===== src/sv/attw_pkg.sv =====
// Shared types and constants for the attention weight ramp block.
`timescale 1ns / 1ps

package attw_pkg;

   localparam int CsrIndexWidth = 2;
   localparam int CsrDataWidth  = 24;
   localparam int DivSteps      = 32;
   localparam int DivCountWidth = $clog2(DivSteps);

   localparam logic [CsrIndexWidth-1:0] RegMaxStep = 2'd0;
   localparam logic [CsrIndexWidth-1:0] RegHold    = 2'd1;
   localparam logic [CsrIndexWidth-1:0] RegEngage  = 2'd2;
   localparam logic [CsrIndexWidth-1:0] RegRelease = 2'd3;

   localparam logic [15:0] MaxStepReset = 16'd100;
   localparam logic [23:0] HoldReset    = 24'd3000;
   localparam logic [15:0] EngageReset  = 16'd300;
   localparam logic [15:0] ReleaseReset = 16'd600;

   localparam logic [16:0] OneQ16   = 17'h10000;
   localparam logic [17:0] ThreeQ16 = 18'h30000;

   typedef struct packed {
      logic [31:0] now_ms;
      logic        cursor_moved;
      logic        pin_active;
      logic        track_enabled;
      logic        track_suppressed;
   } req_type;

   typedef struct packed {
      logic        write_focus;
      logic [16:0] focus_weight;
   } rsp_type;

   typedef struct packed {
      logic        start;
      logic [31:0] dividend;
      logic [15:0] divisor;
   } div_req_type;

   typedef struct packed {
      logic        done;
      logic [31:0] quotient;
   } div_rsp_type;

endpackage


===== src/sv/attw_div.sv =====
// Restoring divider: 32-bit dividend by 16-bit divisor, one quotient bit per cycle.
`timescale 1ns / 1ps

module attw_div (
   input  logic                  clock,
   input  logic                  reset,
   input  attw_pkg::div_req_type div_req,
   output attw_pkg::div_rsp_type div_rsp
);

   logic                               busy_ff;
   logic                               done_ff;
   logic [attw_pkg::DivCountWidth-1:0] count_ff;
   logic [16:0]                        rem_ff;
   logic [31:0]                        quo_ff;
   logic [15:0]                        divisor_ff;

   logic [16:0] rem_shift;
   logic [17:0] diff;
   logic        fits;

   assign rem_shift = {rem_ff[15:0], quo_ff[31]};
   assign diff      = {1'b0, rem_shift} - {2'b00, divisor_ff};
   assign fits      = ~diff[17];

   always_ff @(posedge clock) begin
      if (reset) begin
         busy_ff <= 1'b0;
         done_ff <= 1'b0;
      end else begin
         done_ff <= 1'b0;
         if (div_req.start) begin
            busy_ff <= 1'b1;
         end else if (busy_ff && count_ff == attw_pkg::DivCountWidth'(attw_pkg::DivSteps - 1)) begin
            busy_ff <= 1'b0;
            done_ff <= 1'b1;
         end
      end
   end

   always_ff @(posedge clock) begin
      if (div_req.start) begin
         count_ff   <= '0;
         rem_ff     <= '0;
         quo_ff     <= div_req.dividend;
         divisor_ff <= div_req.divisor;
      end else if (busy_ff) begin
         count_ff <= count_ff + 1'b1;
         rem_ff   <= fits ? diff[16:0] : rem_shift;
         quo_ff   <= {quo_ff[30:0], fits};
      end
   end

   assign div_rsp.done     = done_ff;
   assign div_rsp.quotient = quo_ff;

endmodule


===== src/sv/attention_weight_ramp_unit.sv =====
// Top level of the attention weight ramp: tick sequencer, weight state and smoothstep.
//
// Usage: one item goes in on req_ (timestamp and flags) and exactly one item comes
// out on rsp_ for it (write flag and smoothstepped weight, Q1.16). Items are taken
// one at a time; req_ready is high only while the sequencer waits for a new item.
// When pinned, an item goes from the prep state straight to the output; when the
// ramp span is zero, the weight is set to its target; otherwise the divider for the
// ramp step yields one quotient bit per cycle. Then three passes of one shared 17x18
// multiplier give the smoothstep, unless pinned or the weight is zero with no target.
// A new item is taken only once the previous result is in the output register.
// The result sits in an output register, so a stalled receiver only holds the
// sequencer once a second result is ready to go out; the waiting item holds.
// The user must write configuration through csr_ only while idle (the block does not
// enforce it), one write per cycle, with no read-back. Reset (synchronous, active high)
// restores register defaults, clears the weight, tick and move records, empties output.
`timescale 1ns / 1ps

module attention_weight_ramp_unit (
   input  logic                                  clock,
   input  logic                                  reset,
   input  logic                                  req_valid,
   output logic                                  req_ready,
   input  attw_pkg::req_type                     req_data,
   output logic                                  rsp_valid,
   input  logic                                  rsp_ready,
   output attw_pkg::rsp_type                     rsp_data,
   input  logic                                  csr_write_en,
   input  logic [attw_pkg::CsrIndexWidth-1:0]    csr_index,
   input  logic [attw_pkg::CsrDataWidth-1:0]     csr_wdata
);

   localparam logic [3:0] StIdle  = 4'd0;
   localparam logic [3:0] StPrep  = 4'd1;
   localparam logic [3:0] StDiv   = 4'd2;
   localparam logic [3:0] StCheck = 4'd3;
   localparam logic [3:0] StSq    = 4'd4;
   localparam logic [3:0] StLo    = 4'd5;
   localparam logic [3:0] StHi    = 4'd6;
   localparam logic [3:0] StSum   = 4'd7;
   localparam logic [3:0] StOut   = 4'd8;

   logic [3:0] state_ff;
   logic [3:0] state_in;

   logic [15:0] max_step_ff;
   logic [23:0] hold_ff;
   logic [15:0] engage_ff;
   logic [15:0] release_ff;

   logic [16:0] weight_ff;
   logic [31:0] prev_time_ff;
   logic        tick_seen_ff;
   logic [31:0] move_time_ff;
   logic        move_seen_ff;
   logic        settled_ff;

   attw_pkg::req_type item_ff;
   logic              target_ff;
   logic              rising_ff;
   logic [17:0]       k_ff;
   logic [16:0]       sq_hi_ff;
   logic [34:0]       lo_ff;
   logic [34:0]       prod_ff;
   attw_pkg::rsp_type res_ff;
   attw_pkg::rsp_type rsp_ff;
   logic              rsp_valid_ff;

   attw_pkg::div_req_type div_req;
   attw_pkg::div_rsp_type div_rsp;

   logic [31:0] now;
   logic [31:0] elapsed;
   logic [15:0] dt_calc;
   logic [31:0] move_time_eff;
   logic        move_seen_eff;
   logic [31:0] since_move;
   logic        recent;
   logic        target_calc;
   logic        rising_calc;
   logic [15:0] span;
   logic [16:0] target_w;
   logic [16:0] target_calc_w;
   logic [32:0] up_sum;
   logic [32:0] floor_w;
   logic [16:0] ramped;
   logic [16:0] mul_a;
   logic [17:0] mul_b;
   logic [34:0] mul_out;
   logic [51:0] total;
   logic        load_out;

   attw_div u_div (
      .clock   (clock),
      .reset   (reset),
      .div_req (div_req),
      .div_rsp (div_rsp)
   );

   assign now           = item_ff.now_ms;
   assign elapsed       = now - prev_time_ff;
   assign move_time_eff = item_ff.cursor_moved ? now : move_time_ff;
   assign move_seen_eff = item_ff.cursor_moved | move_seen_ff;
   assign since_move    = now - move_time_eff;
   assign recent        = (now < move_time_eff) || (since_move < {8'd0, hold_ff});
   assign target_calc   = item_ff.track_enabled & ~item_ff.track_suppressed &
                          move_seen_eff & recent;
   assign rising_calc   = target_calc && (weight_ff != attw_pkg::OneQ16);
   assign span          = rising_calc ? engage_ff : release_ff;
   assign target_calc_w = target_calc ? attw_pkg::OneQ16 : 17'd0;
   assign target_w      = target_ff ? attw_pkg::OneQ16 : 17'd0;

   always_comb begin
      dt_calc = '0;
      if (tick_seen_ff && now >= prev_time_ff) begin
         dt_calc = (elapsed > {16'd0, max_step_ff}) ? max_step_ff : elapsed[15:0];
      end
   end

   assign div_req.start    = (state_ff == StPrep) && !item_ff.pin_active && (span != 16'd0);
   assign div_req.dividend = {dt_calc, 16'd0};
   assign div_req.divisor  = span;

   assign up_sum  = {16'd0, weight_ff} + {1'b0, div_rsp.quotient};
   assign floor_w = {16'd0, target_w} + {1'b0, div_rsp.quotient};

   always_comb begin
      if (rising_ff) begin
         ramped = (up_sum > {16'd0, target_w}) ? target_w : up_sum[16:0];
      end else begin
         ramped = ({16'd0, weight_ff} <= floor_w) ? target_w
                                                  : weight_ff - div_rsp.quotient[16:0];
      end
   end

   always_comb begin
      case (state_ff)
         StLo: begin
            mul_a = prod_ff[16:0];
            mul_b = k_ff;
         end
         StHi: begin
            mul_a = sq_hi_ff;
            mul_b = k_ff;
         end
         default: begin
            mul_a = weight_ff;
            mul_b = {1'b0, weight_ff};
         end
      endcase
   end

   assign mul_out  = {18'd0, mul_a} * {17'd0, mul_b};
   assign total    = {prod_ff, 17'd0} + {17'd0, lo_ff};
   assign load_out = (state_ff == StOut) && (!rsp_valid_ff || rsp_ready);

   always_comb begin
      state_in = state_ff;
      case (state_ff)
         StIdle: begin
            if (req_valid) begin
               state_in = StPrep;
            end
         end
         StPrep: begin
            if (item_ff.pin_active) begin
               state_in = StOut;
            end else if (span == 16'd0) begin
               state_in = StCheck;
            end else begin
               state_in = StDiv;
            end
         end
         StDiv: begin
            if (div_rsp.done) begin
               state_in = StCheck;
            end
         end
         StCheck: begin
            if (weight_ff == 17'd0 && !target_ff) begin
               state_in = StOut;
            end else begin
               state_in = StSq;
            end
         end
         StSq:  state_in = StLo;
         StLo:  state_in = StHi;
         StHi:  state_in = StSum;
         StSum: state_in = StOut;
         StOut: begin
            if (load_out) begin
               state_in = StIdle;
            end
         end
         default: state_in = StIdle;
      endcase
   end

   always_ff @(posedge clock) begin
      if (reset) begin
         state_ff <= StIdle;
      end else begin
         state_ff <= state_in;
      end
   end

   always_ff @(posedge clock) begin
      if (reset) begin
         max_step_ff <= attw_pkg::MaxStepReset;
         hold_ff     <= attw_pkg::HoldReset;
         engage_ff   <= attw_pkg::EngageReset;
         release_ff  <= attw_pkg::ReleaseReset;
      end else if (csr_write_en) begin
         case (csr_index)
            attw_pkg::RegMaxStep: max_step_ff <= csr_wdata[15:0];
            attw_pkg::RegHold:    hold_ff     <= csr_wdata;
            attw_pkg::RegEngage:  engage_ff   <= csr_wdata[15:0];
            attw_pkg::RegRelease: release_ff  <= csr_wdata[15:0];
            default: ;
         endcase
      end
   end

   always_ff @(posedge clock) begin
      if (reset) begin
         weight_ff    <= '0;
         prev_time_ff <= '0;
         tick_seen_ff <= 1'b0;
         move_time_ff <= '0;
         move_seen_ff <= 1'b0;
         settled_ff   <= 1'b0;
      end else begin
         case (state_ff)
            StPrep: begin
               prev_time_ff <= now;
               tick_seen_ff <= 1'b1;
               if (item_ff.pin_active) begin
                  weight_ff    <= '0;
                  move_time_ff <= '0;
                  move_seen_ff <= 1'b0;
                  settled_ff   <= 1'b0;
               end else begin
                  move_time_ff <= move_time_eff;
                  move_seen_ff <= move_seen_eff;
                  if (span == 16'd0) begin
                     weight_ff <= target_calc_w;
                  end
               end
            end
            StDiv: begin
               if (div_rsp.done) begin
                  weight_ff <= ramped;
               end
            end
            StCheck: begin
               settled_ff <= (weight_ff == 17'd0) && !target_ff;
            end
            default: ;
         endcase
      end
   end

   always_ff @(posedge clock) begin
      case (state_ff)
         StIdle: begin
            item_ff <= req_data;
         end
         StPrep: begin
            target_ff <= target_calc;
            rising_ff <= rising_calc;
            res_ff    <= '0;
         end
         StCheck: begin
            res_ff.write_focus  <= !settled_ff;
            res_ff.focus_weight <= '0;
         end
         StSq: begin
            prod_ff <= mul_out;
            k_ff    <= attw_pkg::ThreeQ16 - {weight_ff, 1'b0};
         end
         StLo: begin
            sq_hi_ff <= prod_ff[33:17];
            prod_ff  <= mul_out;
         end
         StHi: begin
            lo_ff   <= prod_ff;
            prod_ff <= mul_out;
         end
         StSum: begin
            res_ff.write_focus  <= 1'b1;
            res_ff.focus_weight <= total[48:32];
         end
         default: ;
      endcase
   end

   always_ff @(posedge clock) begin
      if (reset) begin
         rsp_valid_ff <= 1'b0;
      end else if (load_out) begin
         rsp_valid_ff <= 1'b1;
      end else if (rsp_ready) begin
         rsp_valid_ff <= 1'b0;
      end
   end

   always_ff @(posedge clock) begin
      if (load_out) begin
         rsp_ff <= res_ff;
      end
   end

   assign req_ready = (state_ff == StIdle);
   assign rsp_valid = rsp_valid_ff;
   assign rsp_data  = rsp_ff;

endmodule

===== config.mk =====
export PLATFORM = sky130hd
export DESIGN_NAME = attention_weight_ramp_unit
export DESIGN_NICKNAME = d
export VERILOG_FILES = /design/src/sv/attw_pkg.sv /design/src/sv/attw_div.sv /design/src/sv/attention_weight_ramp_unit.sv
export SDC_FILE = /design/constraint.sdc
export NUM_CORES = 2
export LEC_CHECK = 0
export BUFFER_PORTS_ARGS = -buffer_cell sky130_fd_sc_hd__buf_2
export CAP_MARGIN = 40
export CORE_MARGIN = 2
export CORE_UTILIZATION = 25
export CTS_BUF_LIST = sky130_fd_sc_hd__clkbuf_4 sky130_fd_sc_hd__clkbuf_8
export CTS_CLUSTER_DIAMETER = 100
export DETAILED_ROUTE_END_ITERATION = 10
export GPL_ROUTABILITY_DRIVEN = 0
export PLACE_DENSITY = 0.44
export SYNTH_ARGS = -nofsm -noshare
export SYNTH_HDL_FRONTEND = slang
export SYNTH_SLANG_ARGS = --single-unit
export TNS_END_PERCENT = 10

===== constraint.sdc =====
create_clock -name clock -period 9.6 [get_ports clock]
set_clock_uncertainty 0.1 [all_clocks]
set_input_delay 2.88 -clock clock [delete_from_list [all_inputs] [get_ports clock]]
set_output_delay 2.88 -clock clock [all_outputs]
set_load 0.02 [all_outputs]

Word-level counts from Yosys, hierarchy flattened
Index checks and enable logic that the tools add are counted.

storage, ports and cells
  output and inout port bits = 20
  register bits after elaboration = 411

operators by class
  mux-type cells = 35
  $mul = 1
  bitwise operators = 6
  $lt $le $gt $ge = 6
  $add $sub $neg = 9
  equality and inequality tests = 18
  reduce and logical (&&, ||, !) cells = 34

operators with widths
  operator                                             number
  two-way mux 17 bit                                   8
  two-way mux 32 bit                                   4
  case mux 17 bit (2 select lines)                     2
  adder 17 x 32 -> 33 bit                              2
  two-way mux 16 bit                                   4
  subtractor 32 bit                                    2
  case mux 18 bit (3 select lines)                     1
  adder 49 x 35 -> 49 bit                              1
  case mux 4 bit (9 select lines)                      1
  multiplier 17 x 18 -> 35 bit                         1
  > comparator 33 x 17 -> 1 bit                        1
  less-or-equal comparator 17 x 33 -> 1 bit            1
  greater-or-equal comparator 32 bit                   1
  > comparator 32 x 16 -> 1 bit                        1
  less-than comparator 32 x 24 -> 1 bit                1
  less-than comparator 32 bit                          1
  two-way mux 4 bit                                    5
  two-way mux 18 bit                                   1
  subtractor 17 x 16 -> 18 bit                         1
  subtractor 18 bit, first input constant              1
  zero test 17 bit                                     1
  != test 17 bit, second input constant                1
  subtractor 17 bit                                    1
  equality test 4 x 3 -> 1 bit, second input constant  4
  28 further kinds                                     62

Longest topological paths before layout
  depth after elaboration = 11
  mapped depth = 33
  gate-level depth less buffers = 31

Modules after synthesis
Synthesis repeated with hierarchy kept, for this count alone.

unflattened totals
  cells, all modules = 3,988
  area total of the unflattened synthesis = 34,675.8 µm²

modules (own cells, without submodules)
  module                      seq. area each (µm²)  cells an instance  area an instance (µm²)  times used
  attention_weight_ramp_unit  8,057.7               3,669              31,022.3                1
  attw_div                    1,901.8               319                3,653.5                 1

Worst setup path before layout
No wires, ideal clock.

  kind = flip-flop to flip-flop
  start = reg state_ff[2]
  end = reg prod_ff[31], data pin
  arrival time = 7,629 ps
  path slack = 1,614 ps
  period minus slack after synthesis = 7,986 ps
  buffers on the path = 3
  stages on the path, launching flop included = 31
  path through = dfxtp_1 -> nand2b_1 -> clkbuf_1 -> clkbuf_1 -> nor2_1 -> nand2_1 -> nand3_1 -> clkbuf_1 -> nand2_1 -> fa_1 -> fa_1 -> inv_1 -> fa_1 -> fa_1 -> fa_1 -> inv_1 -> fa_1 -> inv_1 -> ha_1 -> a21oi_1 -> nor2b_1 -> o21ai_0 -> nand2b_1 -> a41o_1 -> nand3_1 -> a31oi_1 -> a41oi_1 -> a21oi_1 -> o21a_1 -> nor2_1 -> xnor2_1

on the way
  cells in the longest elaborated chain, start to end = 4
  elaborated cells on any way between the ends = 6

RTL lines
  item                                 line                               RTL
  start: declaration                   attention_weight_ramp_unit.sv:42   logic [3:0] state_ff;
  start signal: assignment             attention_weight_ramp_unit.sv:200  state_ff <= StIdle;
  start signal: assignment             attention_weight_ramp_unit.sv:202  state_ff <= state_in;
  equality test 4 x 3 -> 1 bit         attention_weight_ramp_unit.sv:136  case (state_ff)
  OR reduction 2 bit (no source line)  n/a
  two-way mux 18 bit                   attention_weight_ramp_unit.sv:136
  multiplier 17 x 18 -> 35 bit (*)     attention_weight_ramp_unit.sv:152  assign mul_out = {18'd0, mul_a} * {17'd0, mul_b};
  net mul_out[31]                      attention_weight_ramp_unit.sv:88   logic [34:0] mul_out;
  end signal: assignment               attention_weight_ramp_unit.sv:277  prod_ff <= mul_out;
  end signal: assignment               attention_weight_ramp_unit.sv:282  prod_ff <= mul_out;
  end signal: assignment               attention_weight_ramp_unit.sv:286  prod_ff <= mul_out;
  end: declaration                     attention_weight_ramp_unit.sv:63   logic [34:0] prod_ff;

The timed path passes the listed nets; every way through them passes the cells marked *.
A chain may end at the register's enable or synchronous reset.

Worst setup path after layout
  start = reg state_ff[3]
  end = reg prod_ff[31], data pin

The elaborated chain is that of the path after synthesis.

==> impl_metrics.tcl <==
set metrics [dict create \
    htreeDepth 3 \
    via_count 27901 \
    grt_max_degree 75 \
    maxSlewViolCount 0 \
    groute.usage.overall_pct 14.9 \
    portBuffers 86 \
    path_common_cell "fa_1" \
    setup_viol 0 \
    arrival_ps 8980 \
    drv_cap 0 \
    syn_nets 4556 \
    fin_ws_ps 945 \
    ctsHoldBuffers 0 \
    synthArstFlopShare_pct 0 \
    yosysTopAreaCell "edfxtp_1" \
    ctsRootBufferMaster "clkbuf_8" \
    fmax_mhz 116 \
    min_period_ps 8650 \
    synthTopCellsByArea "edfxtp_1 (17%), fa_1 (14%), dfxtp_1 (12%)" \
    slew_headroom_pct 40.3 \
    synth_ff_type "dfxtp_1" \
    synth.cell_area_sq_um 34600 \
    clock_sinks 393 \
    crit_path_top_delay_cell "a21oi_4" \
    hold_violations 0 \
    firstDrtPassIters 5 \
    wl_per_cell_microns 18.0 \
    grt_setup_unrepaired "false" \
    final_cell_mix "nand2_1 (556), inv_1 (473), nor2_1 (310)" \
    synth_cell_types 100 \
    outcome "completed" \
    rrSetupSlack_ps 950 \
    drtIter0Drc 1811 \
    postRouteAntennaNets 0 \
    hold_depth 0 \
    antennaDiodeCount 0 \
    synth-seq-cells 393 \
    die_w_microns 376 \
    worstHoldPathType "reg -> reg" \
    start_util_pct 25.2 \
    peakVddDrop_mv 0.110 \
    syn_avg_cell_area_sq_um 8.75 \
    cpPeakStageDelay_ps 640 \
    ys_seq_area_share_pct 28.3 \
    drive_gt1_share_pct 9.10 \
    rows 136 \
    synth_edf_count 193 \
    ys_warn_count 0 \
    dieArea_sq_um 142000 \
    dp_cells 5702 \
    areaGrowthSynthToFinish_pct 12.0 \
    cts_tree "yes" \
    yosys.area.top_type_share_pct 16.7 \
    cts_resized 0 \
    clock_latency_ps 770 \
    post_cts_buffers 0 \
    p_leak_nw 16.3 \
    power_density_nw_per_um2 166 \
    clk_pin_slew_ps 60 \
    critical_path_required_ps 9930 \
    antenna_found_initial 1 \
    die_h_microns 376 \
    overflow 0 \
    dp_hpwl_microns 80700 \
    routed_wl_microns 105000 \
    crit_path_end_kind "flop" \
    period_share_pct 90.2 \
    rr_worst_depth 25 \
    path_class "reg -> reg" \
    worst_slew_pin_slew_ps 890 \
    critical_path.max_fanout 19 \
    setup_tns_ps 0 \
    fin_cells 5838 \
    netlist_instances 3960 \
    io_pins 87 \
    final_common_cell "nand2_1" \
    nNetsFinal 4581 \
    place_ws_ps 995 \
    grt_pass1_wl_microns 166000 \
    core_sq_um 137000 \
    cts_inserted_buffers 75 \
    worstSetupStartpointType "flop" \
    clk_path_buf_depth 3 \
    drc 0 \
    routed_via_density 4.78 \
    grt_pass1_vias 28292 \
]
worst paths after layout:
check,from,to
hold reg to reg,res_ff[13]$_DFFE_PP_,rsp_data[13]$_DFFE_PP_
setup reg to reg,state_ff[3]$_SDFFE_PP0P_,prod_ff[31]$_DFFE_PP_
setup / recovery,state_ff[3]$_SDFFE_PP0P_,prod_ff[31]$_DFFE_PP_
hold / removal,res_ff[13]$_DFFE_PP_,rsp_data[13]$_DFFE_PP_
metrics by stage:
step / hold slack [ps] / instance area, sq um / total power (W) / util [%]
after global placement: 306 / 36900 / 0.00458 / 26.9
after detailed placement: 306 / 37100 / 0.00460 / 27.0
after global routing: 319 / 38800 / 0.00694 / 28.2
after floorplan: 300 / 34600 / 0.00398 / -
after CTS: 314 / 38800 / 0.00654 / 28.2
final: 315 / 38800 / 0.00645 / 28.2
sequential cells by signal (all words and copies together), names as in the netlist, 4 cells and up:
register          cells
prod_ff              35
move_time_ff         32
now                  32
rsp_data             18
hold_ff              24
weight_ff            17
u_div.quo_ff         32
k_ff                 17
u_div.rem_ff         16
sq_hi_ff             17
release_ff           16
item_ff               4
lo_ff                18
res_ff               18
engage_ff            16
u_div.divisor_ff     16
prev_time_ff         32
u_div.count_ff        5
max_step_ff          16
state_ff              4
metal layers:
metal	track usage, %	vias to the layer above	share of wire, %
met5	0	-	0
met4	4.20	0	2.3
met3	1.60	119	3.8
met2	24.4	535	46
met1	20.8	13681	48
li1	-	13566	-
layout make-up:
class                      instances  area (sq um)
clock buffer                     111          1390
clock inverter                    25           283
fill                           14780         98700
inverter                         476          1790
multi-input combinational       2896         22300
sequential                       393          9800
tap                             1794          2240
timing repair buffer             143           967
power breakdown:
| group | internal (W) | switching [W] |
|---|---|---|
| Clock | 0.00105 | 0.000828 |
| Sequential | 0.00194 | 0.000168 |
| Combinational | 0.00101 | 0.00146 |
| Total | 0.00400 | 0.00245 |
critical path, delay by kind of cell (launching register included):
kind                     cells  cell delay, ps
flip-flops                   1             420
AND/OR/NAND/NOR              4             850
XOR/XNOR                     1              80
AO/OA/AOI/OAI                9            2730
multiplexers                 1             590
adder cells (fa/ha/maj)      7            3410
buffers and inverters        3             160
logic make-up after synthesis:
| logic type | after synthesis | share of synthesized area (%) |
|---|---|---|
| adder cells (fa/ha/maj) | 529 | 24.4 |
| AND/OR/NAND/NOR | 1302 | 17.1 |
| XOR/XNOR | 136 | 3.44 |
| flip-flops | 393 | 28.3 |
| multiplexers | 158 | 4.75 |
| AO/OA/AOI/OAI | 771 | 14.6 |
| buffers and inverters | 671 | 7.49 |
synthesized netlist by cell type (41+ instances only):
cell type / number
ha_1: 285
fa_1: 244
and2_1: 41
nand4_1: 42
nand2b_1: 53
nor2_1: 311
xnor2_1: 89
o21ai_0: 104
mux2i_1: 107
inv_1: 473
nor2b_1: 42
edfxtp_1: 193
nand3_1: 68
xor2_1: 47
mux2_2: 43
clkbuf_1: 157
nor3_1: 88
nand2_1: 557
dfxtp_1: 200
a21oi_1: 281
No activity file was read; power rests on OpenSTA's default activity.
